File: src/pcc_pkg.sv
// Shared constants, types and codes of the polygon/circle collision block.
package pcc_pkg;

  // Store geometry
  localparam int MAX_VERTICES = 16;
  localparam int ADDR_W       = $clog2(MAX_VERTICES);
  localparam int CNT_W        = $clog2(MAX_VERTICES + 1);

  // Datapath widths
  localparam int COORD_W = 16;
  localparam int RAD_W   = 15;
  localparam int DIFF_W  = COORD_W + 1;   // difference of two coordinates
  localparam int MUL_W   = DIFF_W + 1;    // signed multiplier operand
  localparam int PROD_W  = 2 * MUL_W;
  localparam int SPLIT   = DIFF_W;        // split point of wide operands
  localparam int WIDE_W  = 2 * DIFF_W;    // magnitude of cross, length, radius squared
  localparam int T_W     = WIDE_W + 2;    // signed dot and cross products
  localparam int ACC_W   = 2 * WIDE_W + 4;
  localparam int STEP_W  = 3;

  typedef logic signed [COORD_W-1:0] coord_t;
  typedef logic signed [DIFF_W-1:0]  diff_t;
  typedef logic signed [MUL_W-1:0]   mul_t;
  typedef logic signed [PROD_W-1:0]  prod_t;
  typedef logic signed [ACC_W-1:0]   acc_t;
  typedef logic signed [T_W-1:0]     sdot_t;
  typedef logic [WIDE_W-1:0]         wide_t;
  typedef logic [SPLIT-1:0]          half_t;
  typedef logic [RAD_W-1:0]          radius_t;
  typedef logic [ADDR_W-1:0]         addr_t;
  typedef logic [CNT_W-1:0]          cnt_t;
  typedef logic [STEP_W-1:0]         step_t;

  // Last micro-step of each operation group
  localparam step_t STEP_PROD_LAST = step_t'(5);
  localparam step_t STEP_D2_LAST   = step_t'(1);
  localparam step_t STEP_BIG_LAST  = step_t'(6);

  typedef enum logic [1:0] {
    CAUSE_MISS   = 2'd0,
    CAUSE_INSIDE = 2'd1,
    CAUSE_EDGE   = 2'd2
  } cause_t;

  // Left shift applied to a product before accumulation
  typedef enum logic [1:0] {
    SH_NONE,
    SH_LO,
    SH_LO1,
    SH_HI
  } shift_t;

  // Marks the last product of a group so the sum can be picked up
  typedef enum logic [2:0] {
    TAG_NONE,
    TAG_R2,
    TAG_CR,
    TAG_LEN,
    TAG_T,
    TAG_D2,
    TAG_BIG
  } tag_t;

  typedef enum logic [3:0] {
    S_IDLE,
    S_RSQ,
    S_RD_A,
    S_RD_B,
    S_DIFF,
    S_PROD,
    S_PROD_WAIT,
    S_DECIDE,
    S_D2,
    S_D2_WAIT,
    S_BIG,
    S_BIG_WAIT,
    S_NEXT,
    S_DONE
  } state_t;

  typedef struct packed {
    logic   valid;
    logic   clear;
    logic   neg;
    shift_t shift;
    tag_t   tag;
    mul_t   a;
    mul_t   b;
  } mac_op_t;

  typedef struct packed {
    tag_t tag;
    acc_t acc;
  } mac_res_t;

  typedef struct packed {
    logic    start;
    coord_t  cx;
    coord_t  cy;
    radius_t r;
    cnt_t    n;
  } seq_cmd_t;

  typedef struct packed {
    logic   idle;
    logic   done;
    cause_t cause;
  } seq_stat_t;

endpackage

File: src/pcc_vstore.sv
// Polygon vertex store: one write port, one registered read port.
module pcc_vstore (
  input  logic           clk,
  input  logic           wr_en,
  input  pcc_pkg::addr_t wr_addr,
  input  pcc_pkg::coord_t wr_x,
  input  pcc_pkg::coord_t wr_y,
  input  pcc_pkg::addr_t rd_addr,
  output pcc_pkg::coord_t rd_x,
  output pcc_pkg::coord_t rd_y
);

  logic [2*pcc_pkg::COORD_W-1:0] mem [pcc_pkg::MAX_VERTICES];
  logic [2*pcc_pkg::COORD_W-1:0] rd_word;

  // Write one vertex per load beat
  always_ff @(posedge clk) begin
    if (wr_en) begin
      mem[wr_addr] <= {wr_x, wr_y};
    end
  end

  // Register the read word
  always_ff @(posedge clk) begin
    rd_word <= mem[rd_addr];
  end

  assign rd_x = pcc_pkg::coord_t'(rd_word[2*pcc_pkg::COORD_W-1:pcc_pkg::COORD_W]);
  assign rd_y = pcc_pkg::coord_t'(rd_word[pcc_pkg::COORD_W-1:0]);

endmodule

File: src/pcc_mac.sv
// Shared multiply-accumulate unit: registered product, then shifted accumulate.
module pcc_mac (
  input  logic              clk,
  input  logic              rst,
  input  pcc_pkg::mac_op_t  op,
  output pcc_pkg::mac_res_t res
);

  logic             p_valid;
  logic             p_clear;
  logic             p_neg;
  pcc_pkg::shift_t  p_shift;
  pcc_pkg::tag_t    p_tag;
  pcc_pkg::prod_t   p_prod;
  pcc_pkg::acc_t    acc;
  pcc_pkg::acc_t    acc_next;
  pcc_pkg::acc_t    ext;
  pcc_pkg::acc_t    addend;
  pcc_pkg::acc_t    base;
  pcc_pkg::tag_t    out_tag;

  // Product stage
  always_ff @(posedge clk) begin
    if (rst) begin
      p_valid <= 1'b0;
    end else begin
      p_valid <= op.valid;
    end
  end

  always_ff @(posedge clk) begin
    p_clear <= op.clear;
    p_neg   <= op.neg;
    p_shift <= op.shift;
    p_tag   <= op.tag;
    p_prod  <= op.a * op.b;
  end

  // Align the product and add or subtract it
  always_comb begin
    ext = pcc_pkg::acc_t'(p_prod);
    unique case (p_shift)
      pcc_pkg::SH_NONE: addend = ext;
      pcc_pkg::SH_LO:   addend = ext <<< pcc_pkg::SPLIT;
      pcc_pkg::SH_LO1:  addend = ext <<< (pcc_pkg::SPLIT + 1);
      pcc_pkg::SH_HI:   addend = ext <<< (2 * pcc_pkg::SPLIT);
      default:          addend = ext;
    endcase
    base     = p_clear ? '0 : acc;
    acc_next = p_neg ? (base - addend) : (base + addend);
  end

  // Accumulate stage, tag follows the product that completes a group
  always_ff @(posedge clk) begin
    if (rst) begin
      out_tag <= pcc_pkg::TAG_NONE;
    end else begin
      out_tag <= p_valid ? p_tag : pcc_pkg::TAG_NONE;
    end
  end

  always_ff @(posedge clk) begin
    if (p_valid) begin
      acc <= acc_next;
    end
  end

  assign res.tag = out_tag;
  assign res.acc = acc;

endmodule

File: src/pcc_seq.sv
// Query sequencer: walks the stored edges and drives the shared MAC unit.
module pcc_seq (
  input  logic               clk,
  input  logic               rst,
  input  pcc_pkg::seq_cmd_t  cmd,
  input  logic               out_free,
  input  pcc_pkg::coord_t    rd_x,
  input  pcc_pkg::coord_t    rd_y,
  input  pcc_pkg::mac_res_t  mac_res,
  output pcc_pkg::addr_t     rd_addr,
  output pcc_pkg::mac_op_t   mac_op,
  output pcc_pkg::seq_stat_t stat
);

  pcc_pkg::state_t  state;
  pcc_pkg::state_t  state_next;
  pcc_pkg::step_t   step;
  pcc_pkg::addr_t   idx;
  logic             odd_cross;
  logic             near;

  // Query operands
  pcc_pkg::coord_t  cx;
  pcc_pkg::coord_t  cy;
  pcc_pkg::radius_t r;
  pcc_pkg::wide_t   r2;

  // Edge operands
  pcc_pkg::coord_t  ax;
  pcc_pkg::coord_t  ay;
  pcc_pkg::diff_t   dx;
  pcc_pkg::diff_t   dy;
  pcc_pkg::diff_t   wx;
  pcc_pkg::diff_t   wy;
  pcc_pkg::diff_t   ex;
  pcc_pkg::diff_t   ey;
  logic             straddle;
  logic             dy_pos;
  logic             use_end;

  // Products picked up from the MAC
  pcc_pkg::sdot_t   cr;
  pcc_pkg::sdot_t   t;
  pcc_pkg::wide_t   len;
  pcc_pkg::wide_t   c;

  pcc_pkg::cnt_t    idx_inc;
  logic             last_edge;
  pcc_pkg::addr_t   k;
  logic             crosses;
  logic             len_zero;
  logic             t_neg;
  logic             t_gt_len;
  pcc_pkg::sdot_t   cr_mag;
  pcc_pkg::half_t   c_hi;
  pcc_pkg::half_t   c_lo;
  pcc_pkg::half_t   r2_hi;
  pcc_pkg::half_t   r2_lo;
  pcc_pkg::half_t   len_hi;
  pcc_pkg::half_t   len_lo;
  pcc_pkg::diff_t   d2_x;
  pcc_pkg::diff_t   d2_y;

  function automatic pcc_pkg::mac_op_t mk_op(
    input pcc_pkg::mul_t   a,
    input pcc_pkg::mul_t   b,
    input logic            clear,
    input logic            neg,
    input pcc_pkg::shift_t shift,
    input pcc_pkg::tag_t   tag
  );
    pcc_pkg::mac_op_t o;
    o.valid = 1'b1;
    o.clear = clear;
    o.neg   = neg;
    o.shift = shift;
    o.tag   = tag;
    o.a     = a;
    o.b     = b;
    return o;
  endfunction

  // Edge index and its successor around the polygon
  always_comb begin
    idx_inc   = pcc_pkg::cnt_t'(idx) + pcc_pkg::cnt_t'(1);
    last_edge = (idx_inc == cmd.n);
    k         = last_edge ? '0 : idx_inc[pcc_pkg::ADDR_W-1:0];
    rd_addr   = (state == pcc_pkg::S_RD_B) ? k : idx;
  end

  // Edge decisions
  always_comb begin
    crosses  = dy_pos ? cr[pcc_pkg::T_W-1] : (!cr[pcc_pkg::T_W-1] && (cr != '0));
    len_zero = (len == '0);
    t_neg    = t[pcc_pkg::T_W-1];
    t_gt_len = (t > pcc_pkg::sdot_t'(len));
    cr_mag   = cr[pcc_pkg::T_W-1] ? -cr : cr;
    c_hi     = c[pcc_pkg::WIDE_W-1:pcc_pkg::SPLIT];
    c_lo     = c[pcc_pkg::SPLIT-1:0];
    r2_hi    = r2[pcc_pkg::WIDE_W-1:pcc_pkg::SPLIT];
    r2_lo    = r2[pcc_pkg::SPLIT-1:0];
    len_hi   = len[pcc_pkg::WIDE_W-1:pcc_pkg::SPLIT];
    len_lo   = len[pcc_pkg::SPLIT-1:0];
    d2_x     = use_end ? ex : wx;
    d2_y     = use_end ? ey : wy;
  end

  // Next state
  always_comb begin
    state_next = state;
    unique case (state)
      pcc_pkg::S_IDLE: begin
        if (cmd.start) begin
          state_next = (cmd.n == '0) ? pcc_pkg::S_DONE : pcc_pkg::S_RSQ;
        end
      end
      pcc_pkg::S_RSQ:  state_next = pcc_pkg::S_RD_A;
      pcc_pkg::S_RD_A: state_next = pcc_pkg::S_RD_B;
      pcc_pkg::S_RD_B: state_next = pcc_pkg::S_DIFF;
      pcc_pkg::S_DIFF: state_next = pcc_pkg::S_PROD;
      pcc_pkg::S_PROD: begin
        if (step == pcc_pkg::STEP_PROD_LAST) state_next = pcc_pkg::S_PROD_WAIT;
      end
      pcc_pkg::S_PROD_WAIT: begin
        if (mac_res.tag == pcc_pkg::TAG_T) state_next = pcc_pkg::S_DECIDE;
      end
      pcc_pkg::S_DECIDE: begin
        if (near || len_zero) begin
          state_next = pcc_pkg::S_NEXT;
        end else if (t_neg || t_gt_len) begin
          state_next = pcc_pkg::S_D2;
        end else begin
          state_next = pcc_pkg::S_BIG;
        end
      end
      pcc_pkg::S_D2: begin
        if (step == pcc_pkg::STEP_D2_LAST) state_next = pcc_pkg::S_D2_WAIT;
      end
      pcc_pkg::S_D2_WAIT: begin
        if (mac_res.tag == pcc_pkg::TAG_D2) state_next = pcc_pkg::S_NEXT;
      end
      pcc_pkg::S_BIG: begin
        if (step == pcc_pkg::STEP_BIG_LAST) state_next = pcc_pkg::S_BIG_WAIT;
      end
      pcc_pkg::S_BIG_WAIT: begin
        if (mac_res.tag == pcc_pkg::TAG_BIG) state_next = pcc_pkg::S_NEXT;
      end
      pcc_pkg::S_NEXT: begin
        state_next = last_edge ? pcc_pkg::S_DONE : pcc_pkg::S_RD_A;
      end
      pcc_pkg::S_DONE: begin
        if (out_free) state_next = pcc_pkg::S_IDLE;
      end
      default: state_next = pcc_pkg::S_IDLE;
    endcase
  end

  // MAC issue and status
  always_comb begin
    mac_op       = '0;
    mac_op.shift = pcc_pkg::SH_NONE;
    mac_op.tag   = pcc_pkg::TAG_NONE;
    unique case (state)
      pcc_pkg::S_RSQ: begin
        mac_op = mk_op(pcc_pkg::mul_t'(r), pcc_pkg::mul_t'(r), 1'b1, 1'b0,
                       pcc_pkg::SH_NONE, pcc_pkg::TAG_R2);
      end
      pcc_pkg::S_PROD: begin
        unique case (step)
          3'd0: mac_op = mk_op(pcc_pkg::mul_t'(wx), pcc_pkg::mul_t'(dy), 1'b1, 1'b0,
                               pcc_pkg::SH_NONE, pcc_pkg::TAG_NONE);
          3'd1: mac_op = mk_op(pcc_pkg::mul_t'(wy), pcc_pkg::mul_t'(dx), 1'b0, 1'b1,
                               pcc_pkg::SH_NONE, pcc_pkg::TAG_CR);
          3'd2: mac_op = mk_op(pcc_pkg::mul_t'(dx), pcc_pkg::mul_t'(dx), 1'b1, 1'b0,
                               pcc_pkg::SH_NONE, pcc_pkg::TAG_NONE);
          3'd3: mac_op = mk_op(pcc_pkg::mul_t'(dy), pcc_pkg::mul_t'(dy), 1'b0, 1'b0,
                               pcc_pkg::SH_NONE, pcc_pkg::TAG_LEN);
          3'd4: mac_op = mk_op(pcc_pkg::mul_t'(wx), pcc_pkg::mul_t'(dx), 1'b1, 1'b0,
                               pcc_pkg::SH_NONE, pcc_pkg::TAG_NONE);
          3'd5: mac_op = mk_op(pcc_pkg::mul_t'(wy), pcc_pkg::mul_t'(dy), 1'b0, 1'b0,
                               pcc_pkg::SH_NONE, pcc_pkg::TAG_T);
          default: ;
        endcase
      end
      pcc_pkg::S_D2: begin
        unique case (step)
          3'd0: mac_op = mk_op(pcc_pkg::mul_t'(d2_x), pcc_pkg::mul_t'(d2_x), 1'b1, 1'b0,
                               pcc_pkg::SH_NONE, pcc_pkg::TAG_NONE);
          3'd1: mac_op = mk_op(pcc_pkg::mul_t'(d2_y), pcc_pkg::mul_t'(d2_y), 1'b0, 1'b0,
                               pcc_pkg::SH_NONE, pcc_pkg::TAG_D2);
          default: ;
        endcase
      end
      pcc_pkg::S_BIG: begin
        // cross squared minus radius squared times edge length squared
        unique case (step)
          3'd0: mac_op = mk_op(pcc_pkg::mul_t'(c_hi), pcc_pkg::mul_t'(c_hi), 1'b1, 1'b0,
                               pcc_pkg::SH_HI, pcc_pkg::TAG_NONE);
          3'd1: mac_op = mk_op(pcc_pkg::mul_t'(c_hi), pcc_pkg::mul_t'(c_lo), 1'b0, 1'b0,
                               pcc_pkg::SH_LO1, pcc_pkg::TAG_NONE);
          3'd2: mac_op = mk_op(pcc_pkg::mul_t'(c_lo), pcc_pkg::mul_t'(c_lo), 1'b0, 1'b0,
                               pcc_pkg::SH_NONE, pcc_pkg::TAG_NONE);
          3'd3: mac_op = mk_op(pcc_pkg::mul_t'(r2_hi), pcc_pkg::mul_t'(len_hi), 1'b0, 1'b1,
                               pcc_pkg::SH_HI, pcc_pkg::TAG_NONE);
          3'd4: mac_op = mk_op(pcc_pkg::mul_t'(r2_hi), pcc_pkg::mul_t'(len_lo), 1'b0, 1'b1,
                               pcc_pkg::SH_LO, pcc_pkg::TAG_NONE);
          3'd5: mac_op = mk_op(pcc_pkg::mul_t'(r2_lo), pcc_pkg::mul_t'(len_hi), 1'b0, 1'b1,
                               pcc_pkg::SH_LO, pcc_pkg::TAG_NONE);
          3'd6: mac_op = mk_op(pcc_pkg::mul_t'(r2_lo), pcc_pkg::mul_t'(len_lo), 1'b0, 1'b1,
                               pcc_pkg::SH_NONE, pcc_pkg::TAG_BIG);
          default: ;
        endcase
      end
      default: ;
    endcase

    stat.idle  = (state == pcc_pkg::S_IDLE);
    stat.done  = (state == pcc_pkg::S_DONE);
    stat.cause = odd_cross ? pcc_pkg::CAUSE_INSIDE :
                 (near ? pcc_pkg::CAUSE_EDGE : pcc_pkg::CAUSE_MISS);
  end

  // Sequencer control
  always_ff @(posedge clk) begin
    if (rst) begin
      state     <= pcc_pkg::S_IDLE;
      step      <= '0;
      idx       <= '0;
      odd_cross <= 1'b0;
      near      <= 1'b0;
    end else begin
      state <= state_next;
      step  <= (state_next != state) ? '0 : step + pcc_pkg::step_t'(1);
      priority if (state == pcc_pkg::S_IDLE && cmd.start) begin
        idx       <= '0;
        odd_cross <= 1'b0;
        near      <= 1'b0;
      end else if (state == pcc_pkg::S_DECIDE) begin
        if (straddle && crosses) odd_cross <= !odd_cross;
      end else if (state == pcc_pkg::S_D2_WAIT && mac_res.tag == pcc_pkg::TAG_D2) begin
        if (mac_res.acc < pcc_pkg::acc_t'(r2)) near <= 1'b1;
      end else if (state == pcc_pkg::S_BIG_WAIT && mac_res.tag == pcc_pkg::TAG_BIG) begin
        if (mac_res.acc[pcc_pkg::ACC_W-1]) near <= 1'b1;
      end else if (state == pcc_pkg::S_NEXT && !last_edge) begin
        idx <= idx_inc[pcc_pkg::ADDR_W-1:0];
      end
    end
  end

  // Query and edge operands
  always_ff @(posedge clk) begin
    if (state == pcc_pkg::S_IDLE && cmd.start) begin
      cx <= cmd.cx;
      cy <= cmd.cy;
      r  <= cmd.r;
    end
    if (state == pcc_pkg::S_RD_B) begin
      ax <= rd_x;
      ay <= rd_y;
    end
    if (state == pcc_pkg::S_DIFF) begin
      dx       <= pcc_pkg::diff_t'(rd_x) - pcc_pkg::diff_t'(ax);
      dy       <= pcc_pkg::diff_t'(rd_y) - pcc_pkg::diff_t'(ay);
      wx       <= pcc_pkg::diff_t'(cx) - pcc_pkg::diff_t'(ax);
      wy       <= pcc_pkg::diff_t'(cy) - pcc_pkg::diff_t'(ay);
      ex       <= pcc_pkg::diff_t'(cx) - pcc_pkg::diff_t'(rd_x);
      ey       <= pcc_pkg::diff_t'(cy) - pcc_pkg::diff_t'(rd_y);
      straddle <= (ay > cy) != (rd_y > cy);
      dy_pos   <= rd_y > ay;
    end
    if (state == pcc_pkg::S_DECIDE) begin
      c       <= cr_mag[pcc_pkg::WIDE_W-1:0];
      use_end <= !t_neg;
    end
  end

  // Pick up finished sums
  always_ff @(posedge clk) begin
    unique case (mac_res.tag)
      pcc_pkg::TAG_R2:  r2  <= mac_res.acc[pcc_pkg::WIDE_W-1:0];
      pcc_pkg::TAG_CR:  cr  <= mac_res.acc[pcc_pkg::T_W-1:0];
      pcc_pkg::TAG_LEN: len <= mac_res.acc[pcc_pkg::WIDE_W-1:0];
      pcc_pkg::TAG_T:   t   <= mac_res.acc[pcc_pkg::T_W-1:0];
      default: ;
    endcase
  end

endmodule

File: src/polygon_circle_collision_core.sv
// Polygon versus circle collision core: load path, vertex store, result register.
//
// One request channel (req_valid/req_stall) carries both kinds of beat. With mode
// low a beat loads one polygon vertex; vertex_last closes the polygon so the next
// load starts a fresh one. Vertices past the store depth are dropped and flagged.
// With mode high a beat runs a circle query against the vertices stored so far.
// A load produces no result. A query produces one result beat
// on rsp_valid/rsp_stall carrying hit, cause and overflowed.
// A query runs on the shared multiply-accumulate unit, one product per cycle:
// the radius is squared first, then each stored edge is handled in turn (read
// two vertices, cross/length/dot products, then nothing more, the endpoint
// distance or the wide projected-distance compare), and the sequencer ends in
// its done state. With an empty polygon it goes straight to its done state.
// req_stall stays high while a query runs. A finished result sits in the output
// register; if that is still stalled, the sequencer holds in its done state.
// Reset empties the polygon and clears the dropped flag and any pending result.
module polygon_circle_collision_core (
  input  logic                   clk,
  input  logic                   rst,
  input  logic                   req_valid,
  output logic                   req_stall,
  input  logic                   mode,
  input  logic signed [15:0]     vertex_x,
  input  logic signed [15:0]     vertex_y,
  input  logic                   vertex_last,
  input  logic signed [15:0]     center_x,
  input  logic signed [15:0]     center_y,
  input  logic [14:0]            radius,
  output logic                   rsp_valid,
  input  logic                   rsp_stall,
  output logic                   hit,
  output logic [1:0]             cause,
  output logic                   overflowed
);

  pcc_pkg::cnt_t      count;
  logic               start_new;
  logic               dropped;
  pcc_pkg::cnt_t      base;
  logic               room;
  logic               load_acc;
  logic               wr_en;
  logic               out_free;
  pcc_pkg::seq_cmd_t  cmd;
  pcc_pkg::seq_stat_t stat;
  pcc_pkg::mac_op_t   mac_op;
  pcc_pkg::mac_res_t  mac_res;
  pcc_pkg::addr_t     rd_addr;
  pcc_pkg::coord_t    rd_x;
  pcc_pkg::coord_t    rd_y;

  // Accept a beat only while the sequencer is idle
  assign req_stall = !stat.idle;
  assign load_acc  = req_valid && !req_stall && !mode;
  assign out_free  = !rsp_valid || !rsp_stall;

  assign cmd.start = req_valid && !req_stall && mode;
  assign cmd.cx    = center_x;
  assign cmd.cy    = center_y;
  assign cmd.r     = radius;
  assign cmd.n     = count;

  // Load path: restart on a new polygon, drop beyond the store depth
  always_comb begin
    base  = start_new ? '0 : count;
    room  = base < pcc_pkg::cnt_t'(pcc_pkg::MAX_VERTICES);
    wr_en = load_acc && room;
  end

  always_ff @(posedge clk) begin
    if (rst) begin
      count     <= '0;
      start_new <= 1'b1;
      dropped   <= 1'b0;
    end else if (load_acc) begin
      count     <= room ? base + pcc_pkg::cnt_t'(1) : base;
      dropped   <= (dropped && !start_new) || !room;
      start_new <= vertex_last;
    end
  end

  // Result register
  always_ff @(posedge clk) begin
    if (rst) begin
      rsp_valid <= 1'b0;
    end else if (stat.done && out_free) begin
      rsp_valid <= 1'b1;
    end else if (!rsp_stall) begin
      rsp_valid <= 1'b0;
    end
  end

  always_ff @(posedge clk) begin
    if (stat.done && out_free) begin
      hit        <= (stat.cause != pcc_pkg::CAUSE_MISS);
      cause      <= stat.cause;
      overflowed <= dropped;
    end
  end

  pcc_vstore u_vstore (
    .clk     (clk),
    .wr_en   (wr_en),
    .wr_addr (base[pcc_pkg::ADDR_W-1:0]),
    .wr_x    (vertex_x),
    .wr_y    (vertex_y),
    .rd_addr (rd_addr),
    .rd_x    (rd_x),
    .rd_y    (rd_y)
  );

  pcc_mac u_mac (
    .clk (clk),
    .rst (rst),
    .op  (mac_op),
    .res (mac_res)
  );

  pcc_seq u_seq (
    .clk      (clk),
    .rst      (rst),
    .cmd      (cmd),
    .out_free (out_free),
    .rd_x     (rd_x),
    .rd_y     (rd_y),
    .mac_res  (mac_res),
    .rd_addr  (rd_addr),
    .mac_op   (mac_op),
    .stat     (stat)
  );

endmodule

File: config.mk
export PLATFORM = sky130hd
export DESIGN_NAME = polygon_circle_collision_core
export DESIGN_NICKNAME = d
export VERILOG_FILES = /design/src/pcc_pkg.sv /design/src/pcc_vstore.sv /design/src/pcc_mac.sv /design/src/pcc_seq.sv /design/src/polygon_circle_collision_core.sv
export SDC_FILE = /design/constraint.sdc
export NUM_CORES = 2
export LEC_CHECK = 0
export BUFFER_PORTS_ARGS = -buffer_cell sky130_fd_sc_hd__buf_2
export CAP_MARGIN = 20
export CORE_MARGIN = 2
export CORE_UTILIZATION = 25
export CTS_BUF_LIST = sky130_fd_sc_hd__clkbuf_8
export DETAILED_ROUTE_END_ITERATION = 16
export GPL_TIMING_DRIVEN = 0
export PLACE_DENSITY = 0.4
export SYNTH_ARGS = -nofsm -noshare
export SYNTH_HDL_FRONTEND = slang
export SYNTH_HIERARCHICAL = 1
export SYNTH_SLANG_ARGS = --single-unit
File: constraint.sdc
create_clock -name clk -period 8.7 [get_ports clk]
set_clock_uncertainty 0.2 [all_clocks]
set_input_delay 1.74 -clock clk [delete_from_list [all_inputs] [get_ports clk]]
set_output_delay 1.74 -clock clk [all_outputs]
set_load 0.03 [all_outputs]
==> flow_summary.yaml <==
status:
  run_status: "finished clean"
synthesis:
  yosys_most_used_dff: "edfxtp_1"
  syn_area_um2: 64590
  synth.largest_area_cell: "edfxtp_1"
  ys_ff_latch: 1046
  ys_top_cells_by_area: "edfxtp_1 (44%), fa_1 (10%), ha_1 (6.5%)"
  syn_area_per_cell_um2: 11.92
  postSynthCellCount: 5418
  synthArstFlopShare: 0
  synth_top_area_frac: 0.4398
  synth_edf_count: 946
  ys_warn_count: 6
  ys_types: 99
  synth_nets: 6177
  synth-seq-area-share: 0.4708
placement:
  dpl_cell_area_um2: 70450
  io_buffers: 90
  place.gp.congestion: 0.8848
  dp.cells: 8950
  dp_hpwl_um: 170100
  pre_cts_ws_ns: -3.116
pwr:
  power_mw: 19.50
  p_sw_frac: 0.4080
  p_leak_nw: 29.29
  clock_power_share: 0.235
  p_int_mw: 11.54
  vdd_drop_max_mv: 0.1873
  switchingPower_mw: 7.957
  combPwrFrac: 0.422
  powerDensity_nw_per_um2: 256.7
  p_seq_frac: 0.342
timing:
  finalCriticalPeriod_ns: 8.519
  post-route-period-util: 0.9792
  grt_setup_unrepaired: "true"
  fin_ws_ns: 0.1812
  max_freq_mhz: 117.4
  hold_viol: 0
  setup_viol: 0
  fin_setup_tns_ns: 0
  holdWs_ns: 0.2211
  slew_headroom: 0.2861
  worst_pin_slew_ns: 1.061
  final_max_slew_viol_count: 0
final_layout:
  nets: 6562
  final_cell_mix: "edfxtp_1 (946), inv_1 (690), nand2_1 (367), fa_1 (326), ha_1 (324)"
  final_util: 0.2957
  area_delta_synth_final_pct: 17.61
  final_cell_area_um2: 75970
  layout_commonest_cell: "edfxtp_1"
  drive_above_1_share: 0.1603
  fin_cells: 9345
worst_setup_path:
  r2r_start: "u_seq/step[1]$_SDFF_PP0_"
  slowest_stage: "fa_2"
  required_ns: 9.34
  path_buf_inv: 7
  arrival_ns: 9.15
  crit_family: "adder cells"
  reg2reg_setup_slack_ns: 0.18
  path_max_fanout: 10
  r2r_end: "u_mac/p_prod[34]$_DFF_P_"
  critPathKind: "register to register"
  startpoint_type: "register"
  crit_path_end_kind: "register"
  critical-path-max-stage-delay_ns: 0.62
  worstRegToRegCells: 29
  crit_top_cell: "fa_1"
detailed_routing:
  viasPerCell: 4.756
  wirelength_um: 221300
  wl_per_cell_um: 23.68
  drcViolationCount: 0
  drt_iter0_drc: 3057
  dr.pass1.iters: 6
  vias: 44440
  final_antenna_net_count: 0
worst_hold_path:
  hold_path_end: "u_mac/out_tag[2]$_SDFF_PP0_"
  hp-class: "register to register"
  hold_depth: 1
  worstHoldStart: "u_mac/p_tag[2]$_DFF_P_"
floorplanning:
  die_width_um: 512.3
  io_pins: 91
  start_util: 0.2514
  coreArea_um2: 256900
  fp.dieH_um: 512.3
  rows: 186
  die-area_um2: 262500
grt:
  overflow: 0
  grt_pass1_vias: 45330
  grt_pass1_wl_um: 318800
  grt_max_degree: 49
  antenna_found_initial: 36
  grtUsageTotal: 0.1658
clock_network:
  cts_max_level: 4
  clock_path_buffers: 3
  clkTransAtPathRegs_ns: 0.06
  clk-insertion-delay-late_ns: 0.98
  ctsRootBufferMaster: "clkbuf_8"
  cts.sinks: 1046
  cts_inserted_buffers: 191
  cts_tree: "done"
flow_run:
  maxCapViolations: 0
[registers in the layout, indices dropped and copies added (netlist names), 17 cells and up]
signal            count
u_vstore/mem        512
u_mac/acc            72
u_mac/p_prod         36
u_seq/cr             36
u_seq/t              36
u_seq/c              34
u_seq/len            34
u_seq/r2             34
u_vstore/rd_word     32
u_seq/dx             17
u_seq/dy             17
u_seq/ex             17
u_seq/ey             17
u_seq/wx             17
u_seq/wy             17
[repair_timing]
action,CTS,global route
resized for setup,282,126
setup endpoints to repair,33,28
gates cloned,1,1
hold buffers,0,0
buffers inserted,28,32
pin swaps,27,50
[kinds of logic after synthesis]
group | share of synthesized area
muxes | 0.05864
AOI/OAI and AO/OA | 0.1086
DFF | 0.4708
and+or+nand+nor | 0.1048
buffers and inverters | 0.05139
xor gates and xnor gates | 0.03620
adders and majority gates | 0.1696
[final cells by class]
| type | instances | area, µm² |
|---|---|---|
| repair buffers | 209 | 1999 |
| well taps | 3384 | 4234 |
| plain buffers | 199 | 1189 |
| clock inverters | 149 | 1020 |
| fillers | 26660 | 181000 |
| multi-input cells | 3516 | 31940 |
| clock buffers | 198 | 2725 |
| diodes | 4 | 10.01 |
| flip-flops and latches | 1046 | 30420 |
| inverters | 640 | 2426 |
[per-layer routing]
metal  share of wire  vias up  routed length (µm)  track usage
li1                -    20280                   -            -
met1            0.45    22710               98790       0.2184
met2            0.48     1108              106100       0.2752
met3           0.041      312                9001      0.02544
met4           0.033       26                7244      0.05837
met5         0.00071        -                 157            0
[power by group through the flow]
stage / combinational (mW) / sequential (mW) / clock [mW]
2_1_floorplan: 5.32 / 6.47 / 0
3_3_place_gp: 7.73 / 6.84 / 0
3_5_place_dp: 7.75 / 6.78 / 0
4_1_cts: 8.09 / 6.69 / 4.78
5_1_grt: 9.09 / 6.71 / 4.99
6_report: 8.24 / 6.68 / 4.59
[worst max path at each step]
stage / startpoint / end / slack [ns] / depth (start not counted)
final: u_seq/step[1]$_SDFF_PP0_ / u_mac/p_prod[34]$_DFF_P_ / 0.18 / 29
after global routing: u_seq/step[1]$_SDFF_PP0_ / u_mac/p_prod[35]$_DFF_P_ / -0.08 / 31
after CTS: u_seq/step[0]$_SDFF_PP0_ / u_mac/p_prod[34]$_DFF_P_ / 0.001 / 33
after detailed placement: u_seq/step[0]$_SDFF_PP0_ / u_mac/p_prod[35]$_DFF_P_ / -3.12 / 31
after global placement: u_seq/step[0]$_SDFF_PP0_ / u_mac/p_prod[35]$_DFF_P_ / -3.18 / 31
after floorplan: u_seq/step[0]$_SDFF_PP0_ / u_mac/p_prod[34]$_DFF_P_ / 0.06 / 35
[worst register-to-register path: cells and delay by family, from the launching register on]
kind	cells	cell delay [ns]
DFF	1	0.34
and+or+nand+nor	3	0.40
AOI/OAI and AO/OA	10	2.35
adders and majority gates	8	3.85
xor gates and xnor gates	1	0.15
buffers and inverters	7	1.12
[Yosys cell counts (17+ instances only)]
master    number
edfxtp_1     946
inv_1        638
nand2_1      376
ha_1         338
fa_1         336
a21oi_1      291
nor2_1       231
and2_1       190
xnor2_1      179
clkbuf_1     164
o21ai_0      149
a22oi_1      142
mux4_2       132
nor2b_1      118
dfxtp_1      100
a21o_1        98
xor2_1        88
nor3_1        73
mux2i_1       63
nand3_1       50
or3_1         38
nand4_1       37
nor4_1        36
nand2b_1      34
a22o_1        33
a31oi_1       33
o31ai_1       31
o21a_1        30
a211oi_1      26
o22ai_1       26
or2_2         24
a211o_1       22
and3_1        22
nand3b_1      22
o211ai_1      20
buf_1         19
buf_2         19
o21bai_1      19
a222oi_1      17
(Power assumes the default switching activity.)
